**config.mk**
```make
export PLATFORM = sky130hd
export DESIGN_NAME = utf8_stream_sanitizer_flat
export DESIGN_NICKNAME = d
export VERILOG_FILES = /design/src/design/u8s_pkg.sv /design/src/design/u8s_req_if.sv /design/src/design/u8s_rsp_if.sv /design/src/design/u8s_ctrl.sv /design/src/design/u8s_datapath.sv /design/src/design/utf8_stream_sanitizer.sv /design/src/flat_wrapper.sv
export SDC_FILE = /design/constraint.sdc
export NUM_CORES = 1
export LEC_CHECK = 0
export ABC_AREA = 1
export BUFFER_PORTS_ARGS = -buffer_cell sky130_fd_sc_hd__clkbuf_2
export CORE_MARGIN = 8
export CORE_UTILIZATION = 59
export DETAILED_ROUTE_END_ITERATION = 10
export HOLD_SLACK_MARGIN = 0.02
export PLACE_DENSITY_LB_ADDON = 0.12
export SLEW_MARGIN = 20
export SYNTH_ARGS = -nofsm -noshare
export SYNTH_HDL_FRONTEND = slang
export SYNTH_HIERARCHICAL = 1
export SYNTH_SLANG_ARGS = --single-unit
export TNS_END_PERCENT = 30
```
**constraint.sdc**
```tcl
create_clock -name clock -period 3.13 [get_ports clock]
set_input_delay 0.1565 -clock clock [delete_from_list [all_inputs] [get_ports clock]]
set_output_delay 0.1565 -clock clock [all_outputs]
set_load 0.01 [all_outputs]
```
**src/design/u8s_pkg.sv**
```systemverilog
package u8s_pkg;

   typedef logic [7:0] byte_type;
   typedef logic [2:0] len_type;

   localparam int unsigned BufDepth = 4;

   localparam byte_type REPL_BYTE_0   = 8'hEF;
   localparam byte_type REPL_BYTE_1   = 8'hBF;
   localparam byte_type REPL_BYTE_2   = 8'hBD;
   localparam byte_type ASCII_MAX     = 8'h7F;
   localparam byte_type LEAD2_MIN     = 8'hC2;
   localparam byte_type LEAD2_MAX     = 8'hDF;
   localparam byte_type LEAD3_MIN     = 8'hE0;
   localparam byte_type LEAD3_MAX     = 8'hEF;
   localparam byte_type LEAD4_MIN     = 8'hF0;
   localparam byte_type LEAD4_MAX     = 8'hF4;
   localparam byte_type LEAD_SURR     = 8'hED;
   localparam byte_type CONT_MASK     = 8'hC0;
   localparam byte_type CONT_TAG      = 8'h80;
   localparam byte_type E0_SECOND_MIN = 8'hA0;
   localparam byte_type ED_SECOND_LIM = 8'hA0;
   localparam byte_type F0_SECOND_MIN = 8'h90;
   localparam byte_type F4_SECOND_LIM = 8'h90;

   localparam logic [1:0] REPL_LAST_IDX = 2'd2;

   typedef struct packed {
      logic load_data;
      logic load_flush;
      logic start;
      logic emit;
   } cmd_type;

   typedef struct packed {
      logic    stop;
      logic    group_end;
      logic    out_free;
      len_type held_n;
   } stat_type;

   function automatic len_type seq_len(byte_type lead);
      len_type len;
      len = 3'd0;
      if (lead <= ASCII_MAX) begin
         len = 3'd1;
      end else if (lead >= LEAD2_MIN && lead <= LEAD2_MAX) begin
         len = 3'd2;
      end else if (lead >= LEAD3_MIN && lead <= LEAD3_MAX) begin
         len = 3'd3;
      end else if (lead >= LEAD4_MIN && lead <= LEAD4_MAX) begin
         len = 3'd4;
      end
      return len;
   endfunction

   // True when a buffer starting with this lead and holding avail bytes yields output.
   function automatic logic yields_output(byte_type lead, len_type avail);
      len_type len;
      len = seq_len(lead);
      return (avail != 3'd0) && ((len == 3'd0) || (len <= avail));
   endfunction

endpackage

```
**src/design/u8s_req_if.sv**
```systemverilog
interface u8s_req_if;
   logic               valid;
   logic               ready;
   logic               req_type;
   u8s_pkg::byte_type  in_byte;

   modport source (output valid, output req_type, output in_byte, input ready);
   modport sink (input valid, input req_type, input in_byte, output ready);
endinterface

```
**src/design/u8s_rsp_if.sv**
```systemverilog
interface u8s_rsp_if;
   logic               valid;
   logic               ready;
   u8s_pkg::byte_type  out_byte;
   logic               last;

   modport source (output valid, output out_byte, output last, input ready);
   modport sink (input valid, input out_byte, input last, output ready);
endinterface

```
**src/design/u8s_ctrl.sv**
```systemverilog
module u8s_ctrl (
   input  logic               clock,
   input  logic               reset,
   input  logic               req_valid,
   input  logic               req_flush,
   output logic               req_ready,
   input  u8s_pkg::stat_type  stat,
   output u8s_pkg::cmd_type   cmd
);
   import u8s_pkg::*;

   localparam logic [1:0] ST_IDLE = 2'd0;
   localparam logic [1:0] ST_SCAN = 2'd1;
   localparam logic [1:0] ST_EMIT = 2'd2;

   logic [1:0] state_ff;
   logic [1:0] state_in;

   always_comb begin
      state_in  = state_ff;
      cmd       = '0;
      req_ready = 1'b0;
      case (state_ff)
         ST_IDLE: begin
            req_ready = 1'b1;
            if (req_valid) begin
               if (req_flush) begin
                  if (stat.held_n != 3'd0) begin
                     cmd.load_flush = 1'b1;
                     state_in       = ST_EMIT;
                  end
               end else begin
                  cmd.load_data = 1'b1;
                  state_in      = ST_SCAN;
               end
            end
         end
         ST_SCAN: begin
            if (stat.stop) begin
               state_in = ST_IDLE;
            end else begin
               cmd.start = 1'b1;
               state_in  = ST_EMIT;
            end
         end
         ST_EMIT: begin
            if (stat.out_free) begin
               cmd.emit = 1'b1;
               if (stat.group_end) begin
                  state_in = ST_SCAN;
               end
            end
         end
         default: begin
            state_in = ST_IDLE;
         end
      endcase
   end

   always_ff @(posedge clock) begin
      if (reset) begin
         state_ff <= ST_IDLE;
      end else begin
         state_ff <= state_in;
      end
   end

endmodule

```
**src/design/u8s_datapath.sv**
```systemverilog
module u8s_datapath (
   input  logic               clock,
   input  logic               reset,
   input  u8s_pkg::byte_type  in_byte,
   input  u8s_pkg::cmd_type   cmd,
   output u8s_pkg::stat_type  stat,
   input  logic               rsp_ready,
   output logic               rsp_valid,
   output u8s_pkg::byte_type  rsp_byte,
   output logic               rsp_last
);
   import u8s_pkg::*;

   byte_type   buf_ff [BufDepth];
   len_type    n_ff;
   len_type    n_in;
   logic       repl_ff;
   logic [1:0] idx_ff;
   logic [1:0] rem_ff;
   logic       out_valid_ff;
   byte_type   out_byte_ff;
   logic       out_last_ff;

   len_type    len;
   logic       ok;
   logic       replace;
   logic       group_end;
   byte_type   emit_byte;
   len_type    avail_after;

   always_comb begin
      len = seq_len(buf_ff[0]);
      ok  = ((len < 3'd2) || ((buf_ff[1] & CONT_MASK) == CONT_TAG))
         && ((len < 3'd3) || ((buf_ff[2] & CONT_MASK) == CONT_TAG))
         && ((len < 3'd4) || ((buf_ff[3] & CONT_MASK) == CONT_TAG));
      if (len == 3'd3) begin
         if ((buf_ff[0] == LEAD3_MIN && buf_ff[1] < E0_SECOND_MIN)
             || (buf_ff[0] == LEAD_SURR && buf_ff[1] >= ED_SECOND_LIM)) begin
            ok = 1'b0;
         end
      end
      if (len == 3'd4) begin
         if ((buf_ff[0] == LEAD4_MIN && buf_ff[1] < F0_SECOND_MIN)
             || (buf_ff[0] == LEAD4_MAX && buf_ff[1] >= F4_SECOND_LIM)) begin
            ok = 1'b0;
         end
      end
      replace = (len == 3'd0) || !ok;

      group_end = repl_ff ? (idx_ff == REPL_LAST_IDX) : (rem_ff == 2'd0);
      emit_byte = buf_ff[0];
      if (repl_ff) begin
         case (idx_ff)
            2'd0:    emit_byte = REPL_BYTE_0;
            2'd1:    emit_byte = REPL_BYTE_1;
            default: emit_byte = REPL_BYTE_2;
         endcase
      end
      avail_after = n_ff - 3'd1;

      stat.stop      = (n_ff == 3'd0) || ((len != 3'd0) && (len > n_ff));
      stat.group_end = group_end;
      stat.out_free  = !out_valid_ff || rsp_ready;
      stat.held_n    = n_ff;

      n_in = n_ff;
      if (cmd.load_data) begin
         n_in = n_ff + 3'd1;
      end else if (cmd.load_flush) begin
         n_in = 3'd1;
      end else if (cmd.emit && group_end) begin
         n_in = avail_after;
      end else if (cmd.emit && !repl_ff) begin
         n_in = avail_after;
      end
   end

   always_ff @(posedge clock) begin
      if (cmd.load_data) begin
         buf_ff[n_ff[1:0]] <= in_byte;
      end else if (cmd.emit && (group_end || !repl_ff)) begin
         for (int i = 0; i < BufDepth - 1; i++) begin
            buf_ff[i] <= buf_ff[i + 1];
         end
      end
   end

   always_ff @(posedge clock) begin
      if (reset) begin
         n_ff         <= 3'd0;
         repl_ff      <= 1'b0;
         idx_ff       <= 2'd0;
         rem_ff       <= 2'd0;
         out_valid_ff <= 1'b0;
      end else begin
         n_ff <= n_in;
         if (cmd.load_flush) begin
            repl_ff <= 1'b1;
            idx_ff  <= 2'd0;
         end else if (cmd.start) begin
            repl_ff <= replace;
            idx_ff  <= 2'd0;
            rem_ff  <= 2'(len - 3'd1);
         end else if (cmd.emit) begin
            if (repl_ff) begin
               idx_ff <= idx_ff + 2'd1;
            end else begin
               rem_ff <= rem_ff - 2'd1;
            end
         end
         if (cmd.emit) begin
            out_valid_ff <= 1'b1;
         end else if (rsp_ready) begin
            out_valid_ff <= 1'b0;
         end
      end
   end

   always_ff @(posedge clock) begin
      if (cmd.emit) begin
         out_byte_ff <= emit_byte;
         out_last_ff <= group_end && !yields_output(buf_ff[1], avail_after);
      end
   end

   assign rsp_valid = out_valid_ff;
   assign rsp_byte  = out_byte_ff;
   assign rsp_last  = out_last_ff;

endmodule

```
**src/design/utf8_stream_sanitizer.sv**
```systemverilog
// Byte-stream UTF-8 sanitiser. Each transfer on the request channel carries one
// data byte (req_type low) or an end-of-stream flush (req_type high). Each
// transfer on the response channel carries one output byte; last marks the final
// byte caused by a request. Well-formed sequences pass through unchanged, and
// every rejected lead byte is replaced by EF BF BD.
// Sequencing: a data byte is accepted, then the held sequence is scanned; each
// output group is then emitted byte by byte, with a further scan after each
// group. A byte that completes nothing is only accepted and scanned. The
// scan-and-emit sequencer moves one byte a cycle through a single output
// register while the receiver takes them.
// The next request is taken while the last output byte still waits for its
// transfer. When the receiver stalls, the output register holds its byte and the
// sequencer waits; no request is taken until every pending byte has been emitted.
// Reset clears the pending sequence and the output register's valid flag.
module utf8_stream_sanitizer (
   input  logic       clock,
   input  logic       reset,
   u8s_req_if.sink    req_chan,
   u8s_rsp_if.source  rsp_chan
);
   import u8s_pkg::*;

   cmd_type  cmd;
   stat_type stat;
   logic     ready;

   u8s_ctrl u_ctrl (
      .clock     (clock),
      .reset     (reset),
      .req_valid (req_chan.valid),
      .req_flush (req_chan.req_type),
      .req_ready (ready),
      .stat      (stat),
      .cmd       (cmd)
   );

   u8s_datapath u_datapath (
      .clock     (clock),
      .reset     (reset),
      .in_byte   (req_chan.in_byte),
      .cmd       (cmd),
      .stat      (stat),
      .rsp_ready (rsp_chan.ready),
      .rsp_valid (rsp_chan.valid),
      .rsp_byte  (rsp_chan.out_byte),
      .rsp_last  (rsp_chan.last)
   );

   assign req_chan.ready = ready;

   assert property (@(posedge clock) disable iff (reset)
      ready |-> (stat.held_n <= 3'd3))
      else $error("pending sequence overflows the hold buffer");

   assert property (@(posedge clock) disable iff (reset)
      (req_chan.valid && ready && !req_chan.req_type) |=> !ready)
      else $error("data byte accepted without a scan");

   assert property (@(posedge clock) disable iff (reset)
      cmd.load_flush |-> (stat.held_n != 3'd0))
      else $error("flush replacement with nothing pending");

   assert property (@(posedge clock) disable iff (reset)
      cmd.emit |-> stat.out_free)
      else $error("output byte overwritten before its transfer");

endmodule
```
**src/flat_wrapper.sv**
```systemverilog
// flat-port wrapper written by rule: the top's interface ports become plain ports
module utf8_stream_sanitizer_flat import u8s_pkg::*;
  (clock, reset, req_chan_valid, req_chan_req_type, req_chan_in_byte, req_chan_ready, rsp_chan_valid, rsp_chan_out_byte, rsp_chan_last, rsp_chan_ready);
  u8s_req_if req_chan_i ();
  u8s_rsp_if rsp_chan_i ();
  input  logic clock;
  input  logic reset;
  input wire logic [$bits(req_chan_i.valid)-1:0] req_chan_valid;
  input wire logic [$bits(req_chan_i.req_type)-1:0] req_chan_req_type;
  input wire logic [$bits(req_chan_i.in_byte)-1:0] req_chan_in_byte;
  output wire logic [$bits(req_chan_i.ready)-1:0] req_chan_ready;
  output wire logic [$bits(rsp_chan_i.valid)-1:0] rsp_chan_valid;
  output wire logic [$bits(rsp_chan_i.out_byte)-1:0] rsp_chan_out_byte;
  output wire logic [$bits(rsp_chan_i.last)-1:0] rsp_chan_last;
  input wire logic [$bits(rsp_chan_i.ready)-1:0] rsp_chan_ready;
  assign req_chan_i.valid = req_chan_valid;
  assign req_chan_i.req_type = req_chan_req_type;
  assign req_chan_i.in_byte = req_chan_in_byte;
  assign req_chan_ready = req_chan_i.ready;
  assign rsp_chan_valid = rsp_chan_i.valid;
  assign rsp_chan_out_byte = rsp_chan_i.out_byte;
  assign rsp_chan_last = rsp_chan_i.last;
  assign rsp_chan_i.ready = rsp_chan_ready;
  utf8_stream_sanitizer u_core (.clock(clock), .reset(reset), .req_chan(req_chan_i), .rsp_chan(rsp_chan_i));
endmodule
```
==> results of run 1 <==
## flip-flops by register name (all words and copies together) (netlist names)
name	cells
u_core/u_datapath/idx_ff	2
u_core/u_datapath/buf_ff	32
u_core/u_datapath/rem_ff	2
u_core/u_datapath/n_ff	3
u_core/u_datapath/rsp_byte	8
u_core/u_datapath/rsp_valid	1
u_core/u_datapath/rsp_last	1
u_core/u_ctrl/state_ff	2
u_core/u_datapath/repl_ff	1
## final cells by class
cell class | instances | area share (%)
clock buffer | 5 | 2.28
sequential | 52 | 48.0
tap | 54 | 2.23
multi-input combinational | 198 | 34.7
clock inverter | 3 | 0.910
timing repair buffer | 24 | 4.05
inverter | 63 | 7.82
## power by group through the flow
| stage | Sequential, mW | Clock [mW] | Combinational (mW) |
|---|---|---|---|
| 4_1_cts | 1.03 | 0.415 | 0.808 |
| 3_3_place_gp | 1.04 | 0 | 0.777 |
| 5_1_grt | 1.04 | 0.430 | 0.935 |
| 2_1_floorplan | 1.03 | 0 | 0.626 |
| 6_report | 1.03 | 0.397 | 0.809 |
| 3_5_place_dp | 1.04 | 0 | 0.804 |
## cell families after synthesis
logic type	Yosys count
AND/OR/NAND/NOR	128
buffers and inverters	70
AO/OA/AOI/OAI	55
flip-flops	52
adder cells (fa/ha/maj)	14
multiplexers	1
## routing by layer
metal / global-route usage, % / part of all wire [%] / vias to the layer above
li1: - / - / 1095
met1: 17.8 / 46 / 929
met2: 26.6 / 48 / 40
met3: 3.90 / 4.4 / 8
met4: 5.66 / 1.6 / 0
met5: 0 / 0 / -
## metrics by stage
stage | cell area, µm² | util [%]
2_1_floorplan | 2780 | -
3_3_place_gp | 2930 | 63.2
3_5_place_dp | 2930 | 63.2
4_1_cts | 3020 | 65.3
5_1_grt | 3020 | 65.3
6_report | 3020 | 65.3
## placed cells by master, fill, tap and decap left out, types with 2 or more instances in the layout
master,count
nand2_1,65
inv_1,60
edfxtp_1,41
o21ai_0,32
nor2_1,30
clkbuf_2,23
nand3_1,15
ha_1,14
dfxtp_1,11
a21oi_1,10
clkbuf_8,5
a211oi_1,5
nand2_2,4
nor3_1,3
inv_2,3
nand4_1,3
nor2_2,2
a21oi_2,2
## worst min path at each step
stage / cells after the start / slack [ns] / endpoint / startpoint
finish: 1 / 0.03 / u_core/u_datapath/buf_ff[3][0] / req_chan_in_byte[0]
global route: 1 / 0.02 / u_core/u_datapath/buf_ff[3][5] / req_chan_in_byte[5]
CTS: 1 / 0.02 / u_core/u_datapath/buf_ff[3][0] / req_chan_in_byte[0]
detailed placement: 1 / 0.35 / u_core/u_datapath/buf_ff[3][0] / req_chan_in_byte[0]
global placement: 1 / 0.35 / u_core/u_datapath/buf_ff[3][5] / req_chan_in_byte[5]
floorplan: 1 / 0.23 / u_core/u_ctrl/state_ff[0] / reset
## worst max-delay path, stage by stage (launching register included)
cell and delay, ns:
edfxtp_1 0.40, nand2_2 0.10, nor2_1 0.20, inv_1 0.06, nor2_1 0.16, ha_1 0.28, a21oi_1 0.14, o21ai_0 0.10
a31o_2 0.24, nor2_1 0.09, nand2_1 0.09, inv_1 0.13, inv_1 0.11, a21oi_2 0.18, inv_2 0.06, nor2_2 0.11
and2_0 0.13, nor2_1 0.05, nor2_1 0.07
==> impl_metrics.ini, run 1 <==
[floorplan]
fp.dieArea_um2 = 7160
ios = 24
num_rows = 25
chipHeight_um = 84.6
die_x_um = 84.6
core_um2 = 4630
start_util_pct = 60.0

[synth]
ys_seq_area_share_pct = 52.2
synthArstFlopShare_pct = 0
yosys.area_share.adder_pct = 6.30
yosysMostFrequentCell = nand2_1
synthesis.nets = 347
synth_top_cells_by_area = edfxtp_1 44%, nand2_1 8.8%, inv_1 8.1%
syn_inst = 320
synth_xor_area_share_pct = 0
synth_commonest_cells = 65 x nand2_1, 60 x inv_1, 41 x edfxtp_1
synth_top_area_share_pct = 44.3
ys.flop_type = edfxtp_1
synth.ff_latch_count = 52
synth_top_family_by_area = simple AND/OR/NAND/NOR gates
synth_compound_area_share_pct = 11.3
yosysTopAreaCell = edfxtp_1
synth_edf_count = 41
avgSynthCellArea_um2 = 8.68
yosys_warnings = 6
synth.area.mux_share_pct = 0.360
yosys.area_share.simple_pct = 19.9
synthDistinctLibCells = 33
syn_area_um2 = 2780

[pwr]
p_int_mw = 1.39
power_mw = 2.23
p_switching_mw = 0.845
clkPwrFrac_pct = 17.8
pwr-share-seq_pct = 46.0
leakagePower_nw = 1.38
combPwrFrac_pct = 36.2
swShare_pct = 37.9
vdd_drop_max_uv = 442
cellPowerDensity_nw_per_um2 = 738

[setup_path]
r2r_cells = 18
worstPathRequired_ns = 3.38
timing.rr.end = u_core/u_datapath/rem_ff[1]
crit_path_start = u_core/u_datapath/buf_ff[0][7]
rrSetupSlack_ns = 0.39
start_kind = register
path_class = reg2reg
timing.rr.start = u_core/u_datapath/buf_ff[0][7]
crit_fanout = 4
crit_arrival_ns = 3.00
crit_path_end_kind = register
critical_path.endpoint = u_core/u_datapath/rem_ff[1]

[drt]
firstDrtPassIters = 4
wire_per_inst_um = 12.8
ant_nets = 0
num_vias = 2072
wl_um = 5100
drt_first_iter_violations = 102
drcViolationCount = 0
viasPerCell = 5.19

[cells_and_area]
stdcell_count = 399
drive_gt1_share_pct = 14.2
multiInputGateArea_um2 = 1050
antenna_cells = 0
seq_area_um2 = 1450
area_growth_pct = 8.82
final.fill_count = 390
nets = 371

[global_routing]
grt.total_usage_pct = 15.4
antenna_found_initial = 0
grt_max_degree = 36
overflow = 0
grt_pass1_wl_um = 9030
grt_pass1_vias = 2130

[place]
place_inst = 391
post-place-ws_ns = 0.416
place.gp.congestion = 0.798
hpwl_um = 4010
portBuffers = 23

[run]
max-cap-violations = 0

[timing]
worst-slew-pin-transition_ns = 0.702
period_needed_ns = 2.74
tns_ns = 0
max_freq_mhz = 364
slew_violations = 0
fin_crit_sh_pct = 87.7
setup_ws_ns = 0.385
hold_ws_ns = 0.0303
fin_skew_ns = 0.00510
final_hold_viol_count = 0
setup_viol = 0
rsz0062_at_grt = no
relSlewSlack_pct = 52.8

[clock_network]
cts.reportedPaths.clkPinSlew_ns = 0.10
cts_resized = 0
post-cts-setup-buffers = 0
hold_buffers = 0
numCtsBuffers = 5
clockBufferDepth = 2
htree_levels = 2
insertion_delay_ns = 0.31
clock-sinks = 52
cts_tree = done
clockRootBuffer = clkbuf_8

[run_status]
status = complete, no violations

[worst_hold_path]
hold_class = in2reg
(Power assumes the default switching activity.)
==> inputs of run 2 (changes only) <==
Settings changed: ABC_AREA 1 to not set.
Clock period 3.13 ns to 2.8 ns, I/O delays scaled along.
==> run 2 against run 1 <==
Worst hold slack improved by 0.15 ns. Flip-flop and latch count did not move. Non-clock buffer count rose by 30. Combinational power rose by 14%. Final cell count fell by 7.3%. Wire length rose by 6.9%. Clock-buffer cell count did not move. Fmax rose by 0.18%. Clock skew rose by 0.0013 ns. Synthesized cell count fell by 17%. Die area fell by 2.6%. Sequential share of layout area fell by 3.1 points.
==> impl_metrics.ini, run 2 <==
[pwr]
leakagePower_nw = 1.31
p_int_mw = 1.61
clkPwrFrac_pct = 17.3
combPwrFrac_pct = 37.0
cellPowerDensity_nw_per_um2 = 769
swShare_pct = 35.2
pwr-share-seq_pct = 45.7
vdd_drop_max_uv = 460
p_switching_mw = 0.877

[synth]
synth_xor_area_share_pct = 0.651
syn_inst = 267
synthesis.nets = 294
ys.flop_type = edfxtp_1
synth_edf_count = 41
yosys_warnings = 6
yosysTopAreaCell = edfxtp_1
synth.area.mux_share_pct = 1.95
synth.ff_latch_count = 52
yosysMostFrequentCell = nand2_1
syn_area_um2 = 2690
yosys.area_share.adder_pct = 6.51
synthDistinctLibCells = 45
synth_compound_area_share_pct = 12.1
synth_top_family_by_area = simple AND/OR/NAND/NOR gates
avgSynthCellArea_um2 = 10.1
synth_top_area_share_pct = 45.8
yosys.area_share.simple_pct = 20.9
ys_seq_area_share_pct = 54.0
synth_top_cells_by_area = edfxtp_1 46%, nand2_1 10%, dfxtp_1 8.2%
synth_commonest_cells = 72 x nand2_1, 41 x edfxtp_1, 14 x ha_1, 14 x inv_1, 14 x nor2_1
synthArstFlopShare_pct = 0

[timing]
max_freq_mhz = 365
final_hold_viol_count = 0
rsz0062_at_grt = yes
relSlewSlack_pct = 59.9
setup_ws_ns = 0.0604
setup_viol = 0
fin_crit_sh_pct = 97.8
period_needed_ns = 2.74
fin_skew_ns = 0.00641
worst-slew-pin-transition_ns = 0.597
slew_violations = 0

[global_routing]
grt_pass1_vias = 1857
grt.total_usage_pct = 14.8
overflow = 0
grt_pass1_wl_um = 8540
grt_max_degree = 24
antenna_found_initial = 0

[drt]
drt_first_iter_violations = 97
ant_nets = 0
num_vias = 2096
wl_um = 5450
firstDrtPassIters = 4
viasPerCell = 5.66
wire_per_inst_um = 14.7
drcViolationCount = 0

[setup_path]
start_kind = register
max_stage_delay_ns = 0.46
worstPathRequired_ns = 2.98
timing.rr.start = u_core/u_datapath/buf_ff[0][5]
timing.rr.end = u_core/u_datapath/repl_ff
path_cells = a221o_1 -> inv_2 -> ha_4 -> a21o_1 -> a21oi_2 -> a31oi_1 -> a21o_1 -> nor3b_2 -> inv_2 -> a21oi_2 -> nand3b_1 -> a221oi_2 -> a221oi_2
crit_path_end_kind = register
cp.buffers_inverters = 2
crit_family = compound AO/OA/AOI/OAI gates
r2r_cells = 13
crit_fanout = 5
crit_slowest_cell = edfxtp_1
rrSetupSlack_ns = 0.06
crit_arrival_ns = 2.92
path_class = reg2reg

[clock_network]
insertion_delay_ns = 0.30
clock-sinks = 52
cts.reportedPaths.clkPinSlew_ns = 0.09
clockRootBuffer = clkbuf_8
cts_tree = done
numCtsBuffers = 5
clockBufferDepth = 2
htree_levels = 2

[worst_hold_path]
hold_depth = 2
hold_class = in2reg
min_to = u_core/u_datapath/repl_ff
holdCritStartpoint = reset

[cells_and_area]
final_common_cell = nand2_1
largest_register = u_core/u_datapath/buf_ff
nets = 344
drive_gt1_share_pct = 25.2
seq_area_um2 = 1450
area_growth_pct = 20.3
antenna_cells = 0
final.fill_count = 316
mostFrequentLayoutCells = 72 x nand2_1, 41 x edfxtp_1, 23 x clkbuf_2, 23 x buf_4, 13 x nor2_1
multiInputGateArea_um2 = 1210
largest_register_ffs = 32
utilization_pct = 73.8

[floorplan]
die_x_um = 83.5
ios = 24
fp.dieArea_um2 = 6980
chipHeight_um = 83.5
start_util_pct = 61.4
core_um2 = 4380
num_rows = 24

[place]
post-place-ws_ns = -0.0459
place.gp.congestion = 0.834
hpwl_um = 3710
portBuffers = 23

[run]
max-cap-violations = 0

[run_status]
status = complete, no violations
-- run 2: cell count changes in the layout (fill, tap and decap cells not counted), sizes merged, moves of 6 or more --
cell,delta
nand3,-14
dlygate4sd3,+8
buf,+22
inv,-49
nor3,+8
nor2,-18
o21ai,-30
or2,+6
-- run 2: power groups by stage --
stage	Sequential [mW]	Combinational (mW)	Clock [mW]
after floorplan	1.14	0.582	0
after global placement	1.14	0.809	0
after detailed placement	1.15	0.823	0
after CTS	1.13	0.842	0.438
after global routing	1.15	1.02	0.471
final	1.14	0.920	0.431
-- run 2: metrics by stage --
stage          cell area (µm²)  hold WS (ns)  std cells  power, mW  setup TNS, ns
2_1_floorplan             2690         0.217        267       1.73              0
3_3_place_gp              2940         0.332        347       1.95              0
3_5_place_dp              2940         0.333        347       1.97        -0.0459
4_1_cts                   3090        0.0203        360       2.41              0
5_1_grt                   3240         0.197        370       2.65         -0.312
6_report                  3240         0.180        370       2.49              0
-- run 2: area by class of cell --
type | instances | share of cell area, %
clock buffer | 5 | 2.13
clock inverter | 3 | 0.696
inverter | 14 | 1.62
multi-input combinational | 190 | 37.3
sequential | 52 | 44.9
tap | 52 | 2.01
timing repair buffer | 54 | 11.4
-- run 2: cells by family (layout without fill, tap and decap cells) --
logic type / Yosys count / in the layout
AOI/OAI and AO/OA: 45 / 45
xor gates and xnor gates: 2 / 2
adders and majority gates: 14 / 14
buffers and inverters: 25 / 76
DFF: 52 / 52
muxes: 5 / 5
and+or+nand+nor: 124 / 124
-- run 2: what timing repair did --
item	4_1_cts	5_1_grt
hold endpoints to repair	5	3
resized for setup	3	11
setup endpoints to repair	2	3
hold buffers	5	3
pin swaps	0	8
buffers inserted	0	7
-- run 2: worst max-delay path by stage --
stage,start,to,slack [ns],cells after the start
3_5_place_dp,u_core/u_datapath/buf_ff[0][4],u_core/u_datapath/rem_ff[1],-0.05,14
4_1_cts,u_core/u_datapath/buf_ff[0][4],u_core/u_datapath/rem_ff[1],0.05,14
3_3_place_gp,u_core/u_datapath/buf_ff[0][5],u_core/u_datapath/rem_ff[1],0.04,13
2_1_floorplan,u_core/u_datapath/buf_ff[0][4],u_core/u_datapath/repl_ff,0.02,15
6_report,u_core/u_datapath/buf_ff[0][5],u_core/u_datapath/repl_ff,0.06,13
5_1_grt,u_core/u_datapath/buf_ff[0][4],u_core/u_datapath/repl_ff,-0.14,13
-- run 2: worst register-to-register path, stage by stage, from the launching register on --
cell	delay [ns]
edfxtp_1	0.46
a221o_1	0.38
inv_2	0.09
ha_4	0.20
a21o_1	0.16
a21oi_2	0.11
a31oi_1	0.05
a21o_1	0.21
nor3b_2	0.26
inv_2	0.11
a21oi_2	0.19
nand3b_1	0.10
a221oi_2	0.20
a221oi_2	0.09
-- run 2: routing by layer --
metal / routed length, µm / part of all wire (%) / track usage, %
met5: 0 / 0 / 0
met1: 2470 / 45 / 18.5
met2: 2600 / 48 / 23.2
met3: 275 / 5.0 / 4.49
met4: 101 / 1.9 / 5.97
